$ cat src/hdl/fixed_slot_free_list_allocator_defines.svh
// ----------------------------------------------------------------------------
// Fixed-slot free-list allocator: assertion macros
// Shared concurrent assertion forms, clocked on clk and disabled in reset.
// ----------------------------------------------------------------------------
`ifndef FIXED_SLOT_FREE_LIST_ALLOCATOR_DEFINES_SVH
`define FIXED_SLOT_FREE_LIST_ALLOCATOR_DEFINES_SVH

// property holds at every edge out of reset
`define FSLA_ASSERT_ALWAYS(lbl, prop, msg) \
	lbl: assert property (@(posedge clk) disable iff (!arst_n) (prop)) else $error(msg);

// antecedent at one edge implies consequent at the next
`define FSLA_ASSERT_NEXT(lbl, ante, cons, msg) \
	lbl: assert property (@(posedge clk) disable iff (!arst_n) (ante) |=> (cons)) else $error(msg);

`endif

$ cat src/hdl/fsla_pkg.sv
// ----------------------------------------------------------------------------
// fsla_pkg
// Types and constants shared by the fixed-slot free-list allocator modules.
// ----------------------------------------------------------------------------
package fsla_pkg;

	localparam int MAX_SLOTS = 256;
	localparam int SLOT_W    = 8;
	localparam int LINK_W    = 9;
	localparam int COUNT_W   = 9;
	localparam int BYTES_W   = 16;
	localparam int OFFSET_W  = 24;
	localparam int OP_W      = 2;
	localparam int CFG_IDX_W = 2;
	localparam int CFG_DAT_W = 16;
	localparam int IN_W      = 16;
	localparam int OUT_W     = 48;

	localparam logic [COUNT_W-1:0] LIVE_MAX = '1;
	localparam logic [LINK_W-1:0]  SLOT_COUNT_RST = LINK_W'(MAX_SLOTS);
	localparam logic [BYTES_W-1:0] SLOT_BYTES_RST = 16'd16;

	// operation codes
	localparam logic [OP_W-1:0] OP_ALLOC  = 2'd0;
	localparam logic [OP_W-1:0] OP_FREE   = 2'd1;
	localparam logic [OP_W-1:0] OP_LOCATE = 2'd2;

	// configuration register indexes
	localparam logic [CFG_IDX_W-1:0] CFG_SLOT_COUNT = 2'd0;
	localparam logic [CFG_IDX_W-1:0] CFG_SLOT_BYTES = 2'd1;

	typedef enum logic [1:0] {
		ST_IDLE = 2'b01,
		ST_EXEC = 2'b10
	} state_t;

	typedef struct packed {
		logic load;    // capture request, launch link read
		logic commit;  // apply update, load output register
	} ctrl_cmd_t;

	typedef struct packed {
		logic out_free;  // output register empty or being drained
	} ctrl_sts_t;

endpackage

$ cat src/hdl/fixed_slot_free_list_allocator.sv
// Fixed-slot free-list allocator. On accepting an item the block launches a read
// of the link at the list head from the synchronous link RAM; once the output
// register is free it applies the allocate, free or locate and loads the output
// register, and only then takes the next item.
// No clearing pass is needed after reset or a slot_count write: per-slot written
// flags make untouched links read as their index-order value at once.
// ----------------------------------------------------------------------------
// fixed_slot_free_list_allocator
// Top level: stream request/response ports and configuration write channel.
// ----------------------------------------------------------------------------
module fixed_slot_free_list_allocator (
	input  logic                           clk,
	input  logic                           arst_n,
	input  logic                           s_tvalid,
	output logic                           s_tready,
	input  logic [fsla_pkg::IN_W-1:0]      s_tdata,   // operation[1:0], slot[9:2], zero
	output logic                           m_tvalid,
	input  logic                           m_tready,
	output logic [fsla_pkg::OUT_W-1:0]     m_tdata,   // ok[0], slot_index[8:1],
	                                                  // byte_offset[32:9], live_count[41:33]
	input  logic                           cfg_valid,
	output logic                           cfg_ready,
	input  logic [fsla_pkg::CFG_IDX_W-1:0] cfg_index,
	input  logic [fsla_pkg::CFG_DAT_W-1:0] cfg_data
);

	fsla_pkg::ctrl_cmd_t cmd;
	fsla_pkg::ctrl_sts_t sts;

	assign cfg_ready = 1'b1;

	fsla_ctrl u_ctrl (
		.clk     (clk),
		.arst_n  (arst_n),
		.s_tvalid(s_tvalid),
		.s_tready(s_tready),
		.sts     (sts),
		.cmd     (cmd)
	);

	fsla_dp u_dp (
		.clk      (clk),
		.arst_n   (arst_n),
		.cmd      (cmd),
		.sts      (sts),
		.s_tdata  (s_tdata),
		.cfg_valid(cfg_valid),
		.cfg_index(cfg_index),
		.cfg_data (cfg_data),
		.m_tvalid (m_tvalid),
		.m_tready (m_tready),
		.m_tdata  (m_tdata)
	);

endmodule

$ cat src/hdl/fsla_ram.sv
// ----------------------------------------------------------------------------
// fsla_ram
// Generic single-write, single-read RAM with registered read data.
// ----------------------------------------------------------------------------
module fsla_ram #(
	parameter int WIDTH = 9,
	parameter int DEPTH = 256
) (
	input  logic                     clk,
	input  logic                     we,
	input  logic [$clog2(DEPTH)-1:0] waddr,
	input  logic [WIDTH-1:0]         wdata,
	input  logic                     re,
	input  logic [$clog2(DEPTH)-1:0] raddr,
	output logic [WIDTH-1:0]         rdata
);

	logic [WIDTH-1:0] mem [DEPTH];
	logic [WIDTH-1:0] rdata_q;

	always_ff @(posedge clk) begin
		if (we) begin
			mem[waddr] <= wdata;
		end
		if (re) begin
			rdata_q <= mem[raddr];
		end
	end

	assign rdata = rdata_q;

endmodule

$ cat src/hdl/fsla_ctrl.sv
// ----------------------------------------------------------------------------
// fsla_ctrl
// Request sequencer: accept an item, then commit it once the output is free.
// ----------------------------------------------------------------------------
module fsla_ctrl (
	input  logic               clk,
	input  logic               arst_n,
	input  logic               s_tvalid,
	output logic               s_tready,
	input  fsla_pkg::ctrl_sts_t sts,
	output fsla_pkg::ctrl_cmd_t cmd
);

	fsla_pkg::state_t state_q;
	fsla_pkg::state_t state_d;

	always_comb begin
		state_d    = state_q;
		cmd.load   = 1'b0;
		cmd.commit = 1'b0;
		s_tready   = 1'b0;
		unique case (state_q)
			fsla_pkg::ST_IDLE: begin
				s_tready = 1'b1;
				if (s_tvalid) begin
					cmd.load = 1'b1;
					state_d  = fsla_pkg::ST_EXEC;
				end
			end
			fsla_pkg::ST_EXEC: begin
				if (sts.out_free) begin
					cmd.commit = 1'b1;
					state_d    = fsla_pkg::ST_IDLE;
				end
			end
			default: begin
				state_d = fsla_pkg::ST_IDLE;
			end
		endcase
	end

	always_ff @(posedge clk or negedge arst_n) begin
		if (!arst_n) begin
			state_q <= fsla_pkg::ST_IDLE;
		end else begin
			state_q <= state_d;
		end
	end

endmodule

$ cat src/hdl/fsla_dp.sv
// ----------------------------------------------------------------------------
// fsla_dp
// Free-list datapath: link RAM, head and live count, offset multiply, output.
// ----------------------------------------------------------------------------
`include "fixed_slot_free_list_allocator_defines.svh"

module fsla_dp (
	input  logic                                clk,
	input  logic                                arst_n,
	input  fsla_pkg::ctrl_cmd_t                 cmd,
	output fsla_pkg::ctrl_sts_t                 sts,
	input  logic [fsla_pkg::IN_W-1:0]           s_tdata,
	input  logic                                cfg_valid,
	input  logic [fsla_pkg::CFG_IDX_W-1:0]      cfg_index,
	input  logic [fsla_pkg::CFG_DAT_W-1:0]      cfg_data,
	output logic                                m_tvalid,
	input  logic                                m_tready,
	output logic [fsla_pkg::OUT_W-1:0]          m_tdata
);

	localparam int AW = $clog2(fsla_pkg::MAX_SLOTS);

	logic [fsla_pkg::LINK_W-1:0]   slot_count_q;
	logic [fsla_pkg::BYTES_W-1:0]  slot_bytes_q;
	logic [fsla_pkg::LINK_W-1:0]   head_q;
	logic [fsla_pkg::COUNT_W-1:0]  live_q;
	logic [fsla_pkg::MAX_SLOTS-1:0] written_q;
	logic                          rd_written_q;
	logic [fsla_pkg::OP_W-1:0]     op_q;
	logic [fsla_pkg::SLOT_W-1:0]   slot_q;

	logic                          m_valid_q;
	logic                          ok_q;
	logic [fsla_pkg::SLOT_W-1:0]   idx_q;
	logic [fsla_pkg::OFFSET_W-1:0] off_q;
	logic [fsla_pkg::COUNT_W-1:0]  live_out_q;

	logic [fsla_pkg::LINK_W-1:0]   rd_link;
	logic [fsla_pkg::LINK_W-1:0]   next_link;
	logic                          list_ok;
	logic                          slot_ok;
	logic [fsla_pkg::OFFSET_W-1:0] product;
	logic                          ok_d;
	logic [fsla_pkg::SLOT_W-1:0]   idx_d;
	logic [fsla_pkg::OFFSET_W-1:0] off_d;
	logic [fsla_pkg::LINK_W-1:0]   head_d;
	logic [fsla_pkg::COUNT_W-1:0]  live_d;
	logic                          link_we;
	logic                          cfg_count_wr;
	logic [fsla_pkg::LINK_W-1:0]   cfg_count_val;

	fsla_ram #(
		.WIDTH(fsla_pkg::LINK_W),
		.DEPTH(fsla_pkg::MAX_SLOTS)
	) u_link_ram (
		.clk  (clk),
		.we   (link_we),
		.waddr(slot_q),
		.wdata(head_q),
		.re   (cmd.load),
		.raddr(head_q[AW-1:0]),
		.rdata(rd_link)
	);

	// never-written entries read as their rethread value, index plus one
	assign next_link = rd_written_q ? rd_link : head_q + fsla_pkg::LINK_W'(1);
	assign list_ok   = head_q < slot_count_q;
	assign slot_ok   = {1'b0, slot_q} < slot_count_q;
	assign product   = fsla_pkg::OFFSET_W'(slot_q) * fsla_pkg::OFFSET_W'(slot_bytes_q);
	assign link_we   = cmd.commit && (op_q == fsla_pkg::OP_FREE) && slot_ok;

	always_comb begin
		ok_d   = 1'b0;
		idx_d  = '0;
		off_d  = '0;
		head_d = head_q;
		live_d = live_q;
		unique case (op_q)
			fsla_pkg::OP_ALLOC: begin
				if (list_ok) begin
					ok_d   = 1'b1;
					idx_d  = head_q[fsla_pkg::SLOT_W-1:0];
					head_d = next_link;
					if (live_q != fsla_pkg::LIVE_MAX) begin
						live_d = live_q + fsla_pkg::COUNT_W'(1);
					end
				end
			end
			fsla_pkg::OP_FREE: begin
				if (slot_ok) begin
					ok_d   = 1'b1;
					head_d = {1'b0, slot_q};
					if (live_q != '0) begin
						live_d = live_q - fsla_pkg::COUNT_W'(1);
					end
				end
			end
			fsla_pkg::OP_LOCATE: begin
				if (slot_ok) begin
					ok_d  = 1'b1;
					off_d = product;
				end
			end
			default: begin
				ok_d = 1'b0;
			end
		endcase
	end

	assign cfg_count_wr  = cfg_valid && (cfg_index == fsla_pkg::CFG_SLOT_COUNT);
	assign cfg_count_val = (cfg_data[fsla_pkg::LINK_W-1:0] > fsla_pkg::SLOT_COUNT_RST) ?
		fsla_pkg::SLOT_COUNT_RST : cfg_data[fsla_pkg::LINK_W-1:0];

	always_ff @(posedge clk or negedge arst_n) begin
		if (!arst_n) begin
			slot_count_q <= fsla_pkg::SLOT_COUNT_RST;
			slot_bytes_q <= fsla_pkg::SLOT_BYTES_RST;
			head_q       <= '0;
			live_q       <= '0;
			written_q    <= '0;
			m_valid_q    <= 1'b0;
		end else begin
			if (cfg_count_wr) begin
				// rethread: list back in index order
				slot_count_q <= cfg_count_val;
				head_q       <= '0;
				live_q       <= '0;
				written_q    <= '0;
			end else if (cmd.commit) begin
				head_q <= head_d;
				live_q <= live_d;
				if (link_we) begin
					written_q[slot_q] <= 1'b1;
				end
			end
			if (cfg_valid && (cfg_index == fsla_pkg::CFG_SLOT_BYTES)) begin
				slot_bytes_q <= cfg_data;
			end
			if (cmd.commit) begin
				m_valid_q <= 1'b1;
			end else if (m_tready) begin
				m_valid_q <= 1'b0;
			end
		end
	end

	always_ff @(posedge clk) begin
		if (cmd.load) begin
			op_q         <= s_tdata[fsla_pkg::OP_W-1:0];
			slot_q       <= s_tdata[fsla_pkg::OP_W +: fsla_pkg::SLOT_W];
			rd_written_q <= written_q[head_q[AW-1:0]];
		end
		if (cmd.commit) begin
			ok_q       <= ok_d;
			idx_q      <= idx_d;
			off_q      <= off_d;
			live_out_q <= live_d;
		end
	end

	assign sts.out_free = !m_valid_q || m_tready;
	assign m_tvalid     = m_valid_q;
	assign m_tdata      = {6'b0, live_out_q, off_q, idx_q, ok_q};

	`FSLA_ASSERT_ALWAYS(a_head_range, head_q <= fsla_pkg::SLOT_COUNT_RST, "list head beyond pool")
	`FSLA_ASSERT_NEXT(a_commit_out, cmd.commit, m_valid_q, "committed item not presented")
	`FSLA_ASSERT_ALWAYS(a_fail_zero, !m_valid_q || ok_q || (idx_q == '0 && off_q == '0),
		"failed item carries nonzero index or offset")

endmodule

$ cat config.mk
export PLATFORM = sky130hd
export DESIGN_NAME = fixed_slot_free_list_allocator
export DESIGN_NICKNAME = d
export VERILOG_FILES = /design/src/hdl/fsla_pkg.sv /design/src/hdl/fixed_slot_free_list_allocator.sv /design/src/hdl/fsla_ram.sv /design/src/hdl/fsla_ctrl.sv /design/src/hdl/fsla_dp.sv
export VERILOG_INCLUDE_DIRS = /design/src /design/src/hdl
export SDC_FILE = /design/constraint.sdc
export NUM_CORES = 2
export LEC_CHECK = 0
export ABC_AREA = 1
export ABC_CLOCK_PERIOD_IN_PS = 5100
export BUFFER_PORTS_ARGS = -buffer_cell sky130_fd_sc_hd__buf_4
export CELL_PAD_IN_SITES_DETAIL_PLACEMENT = 0
export CELL_PAD_IN_SITES_GLOBAL_PLACEMENT = 1
export CORE_ASPECT_RATIO = 1.2
export CORE_MARGIN = 2
export CORE_UTILIZATION = 30
export DETAILED_ROUTE_END_ITERATION = 10
export PLACE_DENSITY_LB_ADDON = 0.1
export SETUP_SLACK_MARGIN = 0.5
export SYNTH_ARGS = -nofsm -noshare
export SYNTH_HDL_FRONTEND = slang
export SYNTH_SLANG_ARGS = --single-unit
$ cat constraint.sdc
create_clock -name clk -period 5.1 [get_ports clk]
set_input_delay 0.51 -clock clk [delete_from_list [all_inputs] [get_ports clk]]
set_output_delay 0.51 -clock clk [all_outputs]
set_load 0.01 [all_outputs]
* Word level (Yosys, flattened, before mapping)
Memories as Yosys holds them, arrays and structs flattened. A register that Yosys moved wholly into a read port is not among the register bits.
Cells that the tools add are included.
** Storage, ports and cells
- Register bits :: 355
- Memory bits (writable) :: 2304
- Word-level logic and storage cells :: 92
- Memories :: 1
** Memories
- u_dp.u_link_ram.mem :: depth 256, width 9, rd ports 1, clocked after Yosys merged registers in 1, wr ports 1, line fsla_ram.sv:18 : logic [WIDTH-1:0] mem [DEPTH];
** Operators by class
- $add $sub $neg :: 3
- Multipliers :: 1
- Magnitude comparators :: 6
- Equality and inequality tests :: 10
- Multiplexer cells :: 36
- Bitwise logic cells :: 1
- Reduce and logical (&&, ||, !) cells :: 20
** Operator list (count)
- 256-bit two-way mux :: 3
- 256-bit bitwise OR :: 1
- 9-bit two-way mux :: 12
- 9-bit one-hot mux with 2 select lines :: 2
- 8-bit by 16-bit multiplier with 24-bit output :: 1
- 9-bit by 1-bit adder with 9-bit output (second input constant) :: 2
- 8-bit by 9-bit less-than comparator with 1-bit output (second input constant) :: 2
- 1-bit two-way mux :: 13
- 9-bit > comparator (second input constant) :: 1
- 8-bit by 9-bit less-than comparator with 1-bit output :: 1
- 9-bit less-than comparator :: 1
- 9-bit != test (second input constant) :: 1
- 9-bit nonzero test :: 1
- 9-bit by 1-bit subtractor with 9-bit output (second input constant) :: 1
- 1-bit binary-select mux with 8-bit select :: 1
- 1-bit demux with 8-bit select :: 1
- 8-bit by 1-bit greater-or-equal comparator with 1-bit output (second input constant) :: 1
- 2-bit AND reduction :: 4
- 2-bit by 1-bit == test with 1-bit output (second input constant) :: 3
- 3-bit by 1-bit != test with 1-bit output (second input constant) :: 2
- 2-bit nonzero test :: 3
- 1-bit logical AND :: 5
- 2-bit == test (second input constant) :: 2
- 2-bit logical NOT :: 2
- 9 further kinds :: 11

* Logic depth before layout (Yosys ltp)
- Depth after elaboration :: 9
- Depth in mapped cells :: 23

* Cells and area by module
A second synthesis with hierarchy kept.
** Second synthesis, totals
- Cells, all modules :: 10559
- Area, all modules :: 114974.0 um2
** By module, submodules not included
- fsla_ram :: instances 1, cells each 7826, area each 93609.8 um2, seq. area each 69456.6 um2
- fsla_dp :: instances 1, cells each 2718, area each 21254.1 um2, seq. area each 9101.2 um2
- fsla_ctrl :: instances 1, cells each 13, area each 98.8 um2, seq. area each 51.3 um2
- fixed_slot_free_list_allocator :: instances 1, cells each 2, area each 11.3 um2, seq. area each 0.0 um2

* Worst setup path after synthesis
Ideal clock, no wire load.
- Kind :: register -> register
- Start :: register u_dp.head_q[2] (netlist name)
- End :: register u_dp.u_link_ram.rdata_q[8], in the netlist u_dp.u_link_ram.rdata[8] (read register of u_dp.u_link_ram.mem), data pin
- Setup time :: 130 ps
- Arrival :: 5252 ps
- Path slack :: -283 ps
- Stages on the path, launching flop included :: 13
- Buffers on the path :: 2
- Path through :: dfrtp_1 > nand2_1 > inv_1 > clkbuf_1 > clkbuf_1 > nand2_1 > nand3_1 > nand3_1 > nand3_1 > nand3_1 > nand2_1 > nand2_1 > nand2_1
** RTL lines
- start: declaration :: line fsla_dp.sv:25 : logic [fsla_pkg::LINK_W-1:0] head_q;
- start signal: assignment :: line fsla_dp.sv:118 : head_q <= '0;
- start signal: assignment :: line fsla_dp.sv:126 : head_q <= '0;
- start signal: assignment :: line fsla_dp.sv:130 : head_q <= head_d;
- end: declaration :: line fsla_ram.sv:19 : logic [WIDTH-1:0] rdata_q;

* Worst setup path in the final report
- Start :: register u_dp.slot_q[4] (netlist name)
- End :: register u_dp.off_q[21] (netlist name), data pin
** On the way
- Word-level cells in the longest chain between the ends :: 2
** RTL lines
- start: declaration :: line fsla_dp.sv:30 : logic [fsla_pkg::SLOT_W-1:0] slot_q;
- start signal: assignment :: line fsla_dp.sv:150 : slot_q <= s_tdata[fsla_pkg::OP_W +: fsla_pkg::SLOT_W];
- branches (longest 2 deep; another with 8-bit by 16-bit multiplier with 24-bit output)
- end signal: assignment :: line fsla_dp.sv:156 : off_q <= off_d;
- end: declaration :: line fsla_dp.sv:35 : logic [fsla_pkg::OFFSET_W-1:0] off_q;
Parallel ways; which one is timed is not known.
A chain may end at the register's enable or synchronous reset.

==> out/qor.tcl <==
set qor(critPathArrivalTime_ns) 5.14
set qor(wirelength_mm) 400
set qor(hold_viol) 0
set qor(tritoncts.num_buffers) 303
set qor(p_int_uw) 46800
set qor(critPathCaptureType) {flop}
set qor(worst_slew_pin_slew_ns) 1.27
set qor(detailedPlace.worstSlack_ns) 0.194
set qor(tns_ns) 0
set qor(power_leakage_uw) 0.0519
set qor(mostFrequentLayoutCell) {sky130_fd_sc_hd__nand2_1}
set qor(finalClockSkew_ns) 0.0489
set qor(fin_ws_ns) 0.618
set qor(grt_pass1_vias) 76873
set qor(cell_breakdown_of_the_critical_path) {buf_12, buf_12, buf_6, nand2_1, inv_1, fa_1, fa_1, fa_1, fa_1, ha_4, a21oi_4, o21ai_2, a211oi_2, nand3_1, o21ai_1, a21oi_1}
set qor(cts-root-to-sink-buffers) 4
set qor(holdCritPathClass) {input port to flop}
set qor(result_of_the_run) {completed}
set qor(antenna_violating_nets_post_route) 0
set qor(fillerInstances) 38008
set qor(path_common_cell) {sky130_fd_sc_hd__fa_1}
set qor(power.sequential.fraction) 0.348
set qor(clkLatencyLatePin_ns) 0.93
set qor(detail_route.iter0.violations) 6032
set qor(power.share.combinational) 0.377
set qor(htreeDepth) 5
set qor(rsz0062_at_grt) {true}
set qor(final-max-slew-violation-count) 0
set qor(die_height_microns) 682
set qor(synth_top_cells_by_area) {sky130_fd_sc_hd__edfxtp_1 62%, sky130_fd_sc_hd__nand2_1 12%, sky130_fd_sc_hd__nand3_1 8.3%}
set qor(number_of_warnings_issued_by_yosys) 0
set qor(dieWidth_microns) 569
set qor(synth_largest_area_cell) {sky130_fd_sc_hd__edfxtp_1}
set qor(p_sw_uw) 31900
set qor(routed-via-count) 78041
set qor(final.period_utilization) 0.879
set qor(fin_area_sq_um) 133000
set qor(gr-usage-all-layers) 0.202
set qor(ys_ff_latch) 2668
set qor(layout_min_cycle_time_ns) 4.48
set qor(cp-start-kind) {flop}
set qor(clockRootBuffer) {sky130_fd_sc_hd__clkbuf_16}
set qor(number_of_synthesized_flops_with_an_enable_pin) 2366
set qor(worstSetupPathType) {flop to flop}
set qor(synth_flop_type) {sky130_fd_sc_hd__edfxtp_1}
set qor(rows) 249
set qor(initial_core_util) 0.301
set qor(finalNetCount) 11171
set qor(yosysUniqueCellTypes) 45
set qor(worstPathMaxFanout) 5
set qor(detailedRoute.firstPassIterationCount) 5
set qor(ratio_of_cells_with_drive_above_1_in_the_final_layout) 0.0860
set qor(worst_path_required_time_ns) 5.76
set qor(relSlewSlack) 0.154
set qor(post_synth_inst_count) 10872
set qor(wire_length_per_cell_microns) 24.6
set qor(worst-r2r-setup-slack_ns) 0.62
set qor(core_area_sq_um) 382000
set qor(yosys.area.top_type_share) 0.618
set qor(clkPwrFrac) 0.275
set qor(clock_sinks) 2668
set qor(place_hpwl_mm) 240
set qor(finalSetupViolCount) 0
set qor(fp.dieArea_sq_um) 388000
set qor(area.growth.synth_to_final_pct) 15.8
set qor(p_per_area_nw_per_um2) 591
set qor(ir_worst_vdd_v) 0.000415
set qor(i_o_pins) 90
set qor(avgSynthCellArea_sq_um) 10.6
set qor(sw_frac_of_total) 0.405
set qor(slowest_stage) {sky130_fd_sc_hd__fa_1}
set qor(postSynth.asyncResetShare) 0.113
set qor(route.detailed.vias_per_inst) 4.80
set qor(cap_viol_max_count) 0
set qor(drc) 0
set qor(synth.yosys.seq_area_share) 0.684
set qor(worst_setup_hold_path_clk_slew_ns) 0.06
set qor(antenna_violations_before_repair) 12
set qor(grt_max_degree) 170
set qor(global_route.overflow_total) 0
set qor(placed_cell_area_sq_um) 123000
set qor(timing.critical_path.max_delay_family) {adder cells}
set qor(worst-path-buf-inv) 4
set qor(worst_path_largest_cell_delay_ns) 0.60
set qor(post_synth_instance_area_sq_um) 115000
set qor(grt_first_pass_wirelength_mm) 574
set qor(globalplace.congestion) 0.803
set qor(leading_cell_types_in_the_layout_fill_and_taps_excluded) {3740 x sky130_fd_sc_hd__nand2_1, 2366 x sky130_fd_sc_hd__edfxtp_1, 1909 x sky130_fd_sc_hd__nand3_1}
set qor(highest_clock_rate_mhz) 223
set qor(number_of_i_o_port_buffers) 76
set qor(tritoncts_clock_tree) {built}
==> worst register-to-register path: cells and delay by family, from the launching register on <==
kind	cells	cell delay, ns
flip-flops	1	0.50
buffers and inverters	4	0.48
adder cells (fa/ha/maj)	5	2.29
AND/OR/NAND/NOR	2	0.19
AO/OA/AOI/OAI	5	0.76
==> cell families (layout without fill, tap and decap cells) <==
logic type	Yosys count	count (layout)	synth area share
xor gates and xnor gates	10	10	0.000762
buffers and inverters	1290	1644	0.0442
other	2	11	0.0000653
muxes	8	8	0.000784
DFF	2668	2668	0.684
adders and majority gates	150	150	0.0218
AOI/OAI and AO/OA	541	541	0.0241
and+or+nand+nor	6203	6203	0.225
==> cell type report <==
class,instances,area (sq um),area share
Sequential cell,2668,78600,0.591
Clock inverter,123,1130,0.00847
Tap cell,5020,6280,0.0472
Timing Repair Buffer,462,4310,0.0324
Antenna cell,4,10.0,0.0000752
Clock buffer,431,8480,0.0637
Multi-Input combinational cell,6919,31900,0.239
Inverter,628,2400,0.0180
==> final timing paths <==
check                      cells after the start                    to              start
max                                           16        u_dp.off_q[21]     u_dp.slot_q[4]
min reg2reg                                    2     u_dp.written_q[8]  u_dp.written_q[8]
max in group asynchronous                      3   u_dp.written_q[152]             arst_n
min                                            5  u_dp.slot_bytes_q[4]          cfg_valid
max reg2reg                                   16        u_dp.off_q[21]     u_dp.slot_q[4]
min in group asynchronous                      2        u_dp.live_q[5]             arst_n
==> synthesized netlist by cell type, types with 84 or more instances <==
master,number
sky130_fd_sc_hd__nand2_1,3752
sky130_fd_sc_hd__edfxtp_1,2366
sky130_fd_sc_hd__nand3_1,1913
sky130_fd_sc_hd__inv_1,615
sky130_fd_sc_hd__nor2_1,504
sky130_fd_sc_hd__clkbuf_1,428
sky130_fd_sc_hd__a21oi_1,401
sky130_fd_sc_hd__dfrtp_1,299
sky130_fd_sc_hd__buf_2,124
sky130_fd_sc_hd__o21ai_0,113
sky130_fd_sc_hd__buf_1,90
sky130_fd_sc_hd__fa_1,84
==> registers in the layout, summed over array words and instances (netlist names), 2 cells and up <==
name,flops
u_dp.slot_q,8
u_dp.written_q,256
u_dp.slot_count_q,9
u_dp.live_q,9
u_dp.slot_bytes_q,16
u_dp.idx_q,8
u_dp.off_q,24
u_dp.u_link_ram.mem,2304
u_dp.op_q,2
u_dp.head_q,9
u_ctrl.state_q,2
u_dp.live_out_q,9
u_dp.u_link_ram.rdata,9
==> stage by stage <==
step	instances	util	hold WS, ns	total power, uW
CTS	16231	0.347	0.127	78700
global route	16253	0.348	0.191	82800
detailed placement	15647	0.321	0.486	56700
global placement	15647	0.321	0.474	56700
floorplan	10877	-	0.214	43500
finish	16255	0.348	0.207	78600
==> power groups by stage <==
stage / combinational (uW) / clock, uW / sequential, uW
floorplan: 14800 / 0 / 28700
finish: 29700 / 21600 / 27300
detailed placement: 28900 / 0 / 27800
global placement: 28900 / 0 / 27800
global route: 32500 / 23000 / 27400
CTS: 29200 / 22200 / 27300
==> per-layer routing <==
layer | track usage | share of wire | up-vias
li1 | - | - | 36915
met1 | 0.272 | 0.44 | 39136
met2 | 0.350 | 0.50 | 1553
met3 | 0.0213 | 0.037 | 437
met4 | 0.0451 | 0.022 | 0
met5 | 0 | 0 | -
==> timing repair <==
| action | CTS | global route |
|---|---|---|
| buffers inserted | 2 | 19 |
| gates resized for setup | 20 | 92 |
| pin swaps | 1 | 39 |
| endpoints found under the setup margin | 11 | 14 |
| cloned | 0 | 1 |
| hold endpoints to repair | 101 | 0 |
| hold buffers | 28 | 0 |
(Power assumes the default switching activity.)
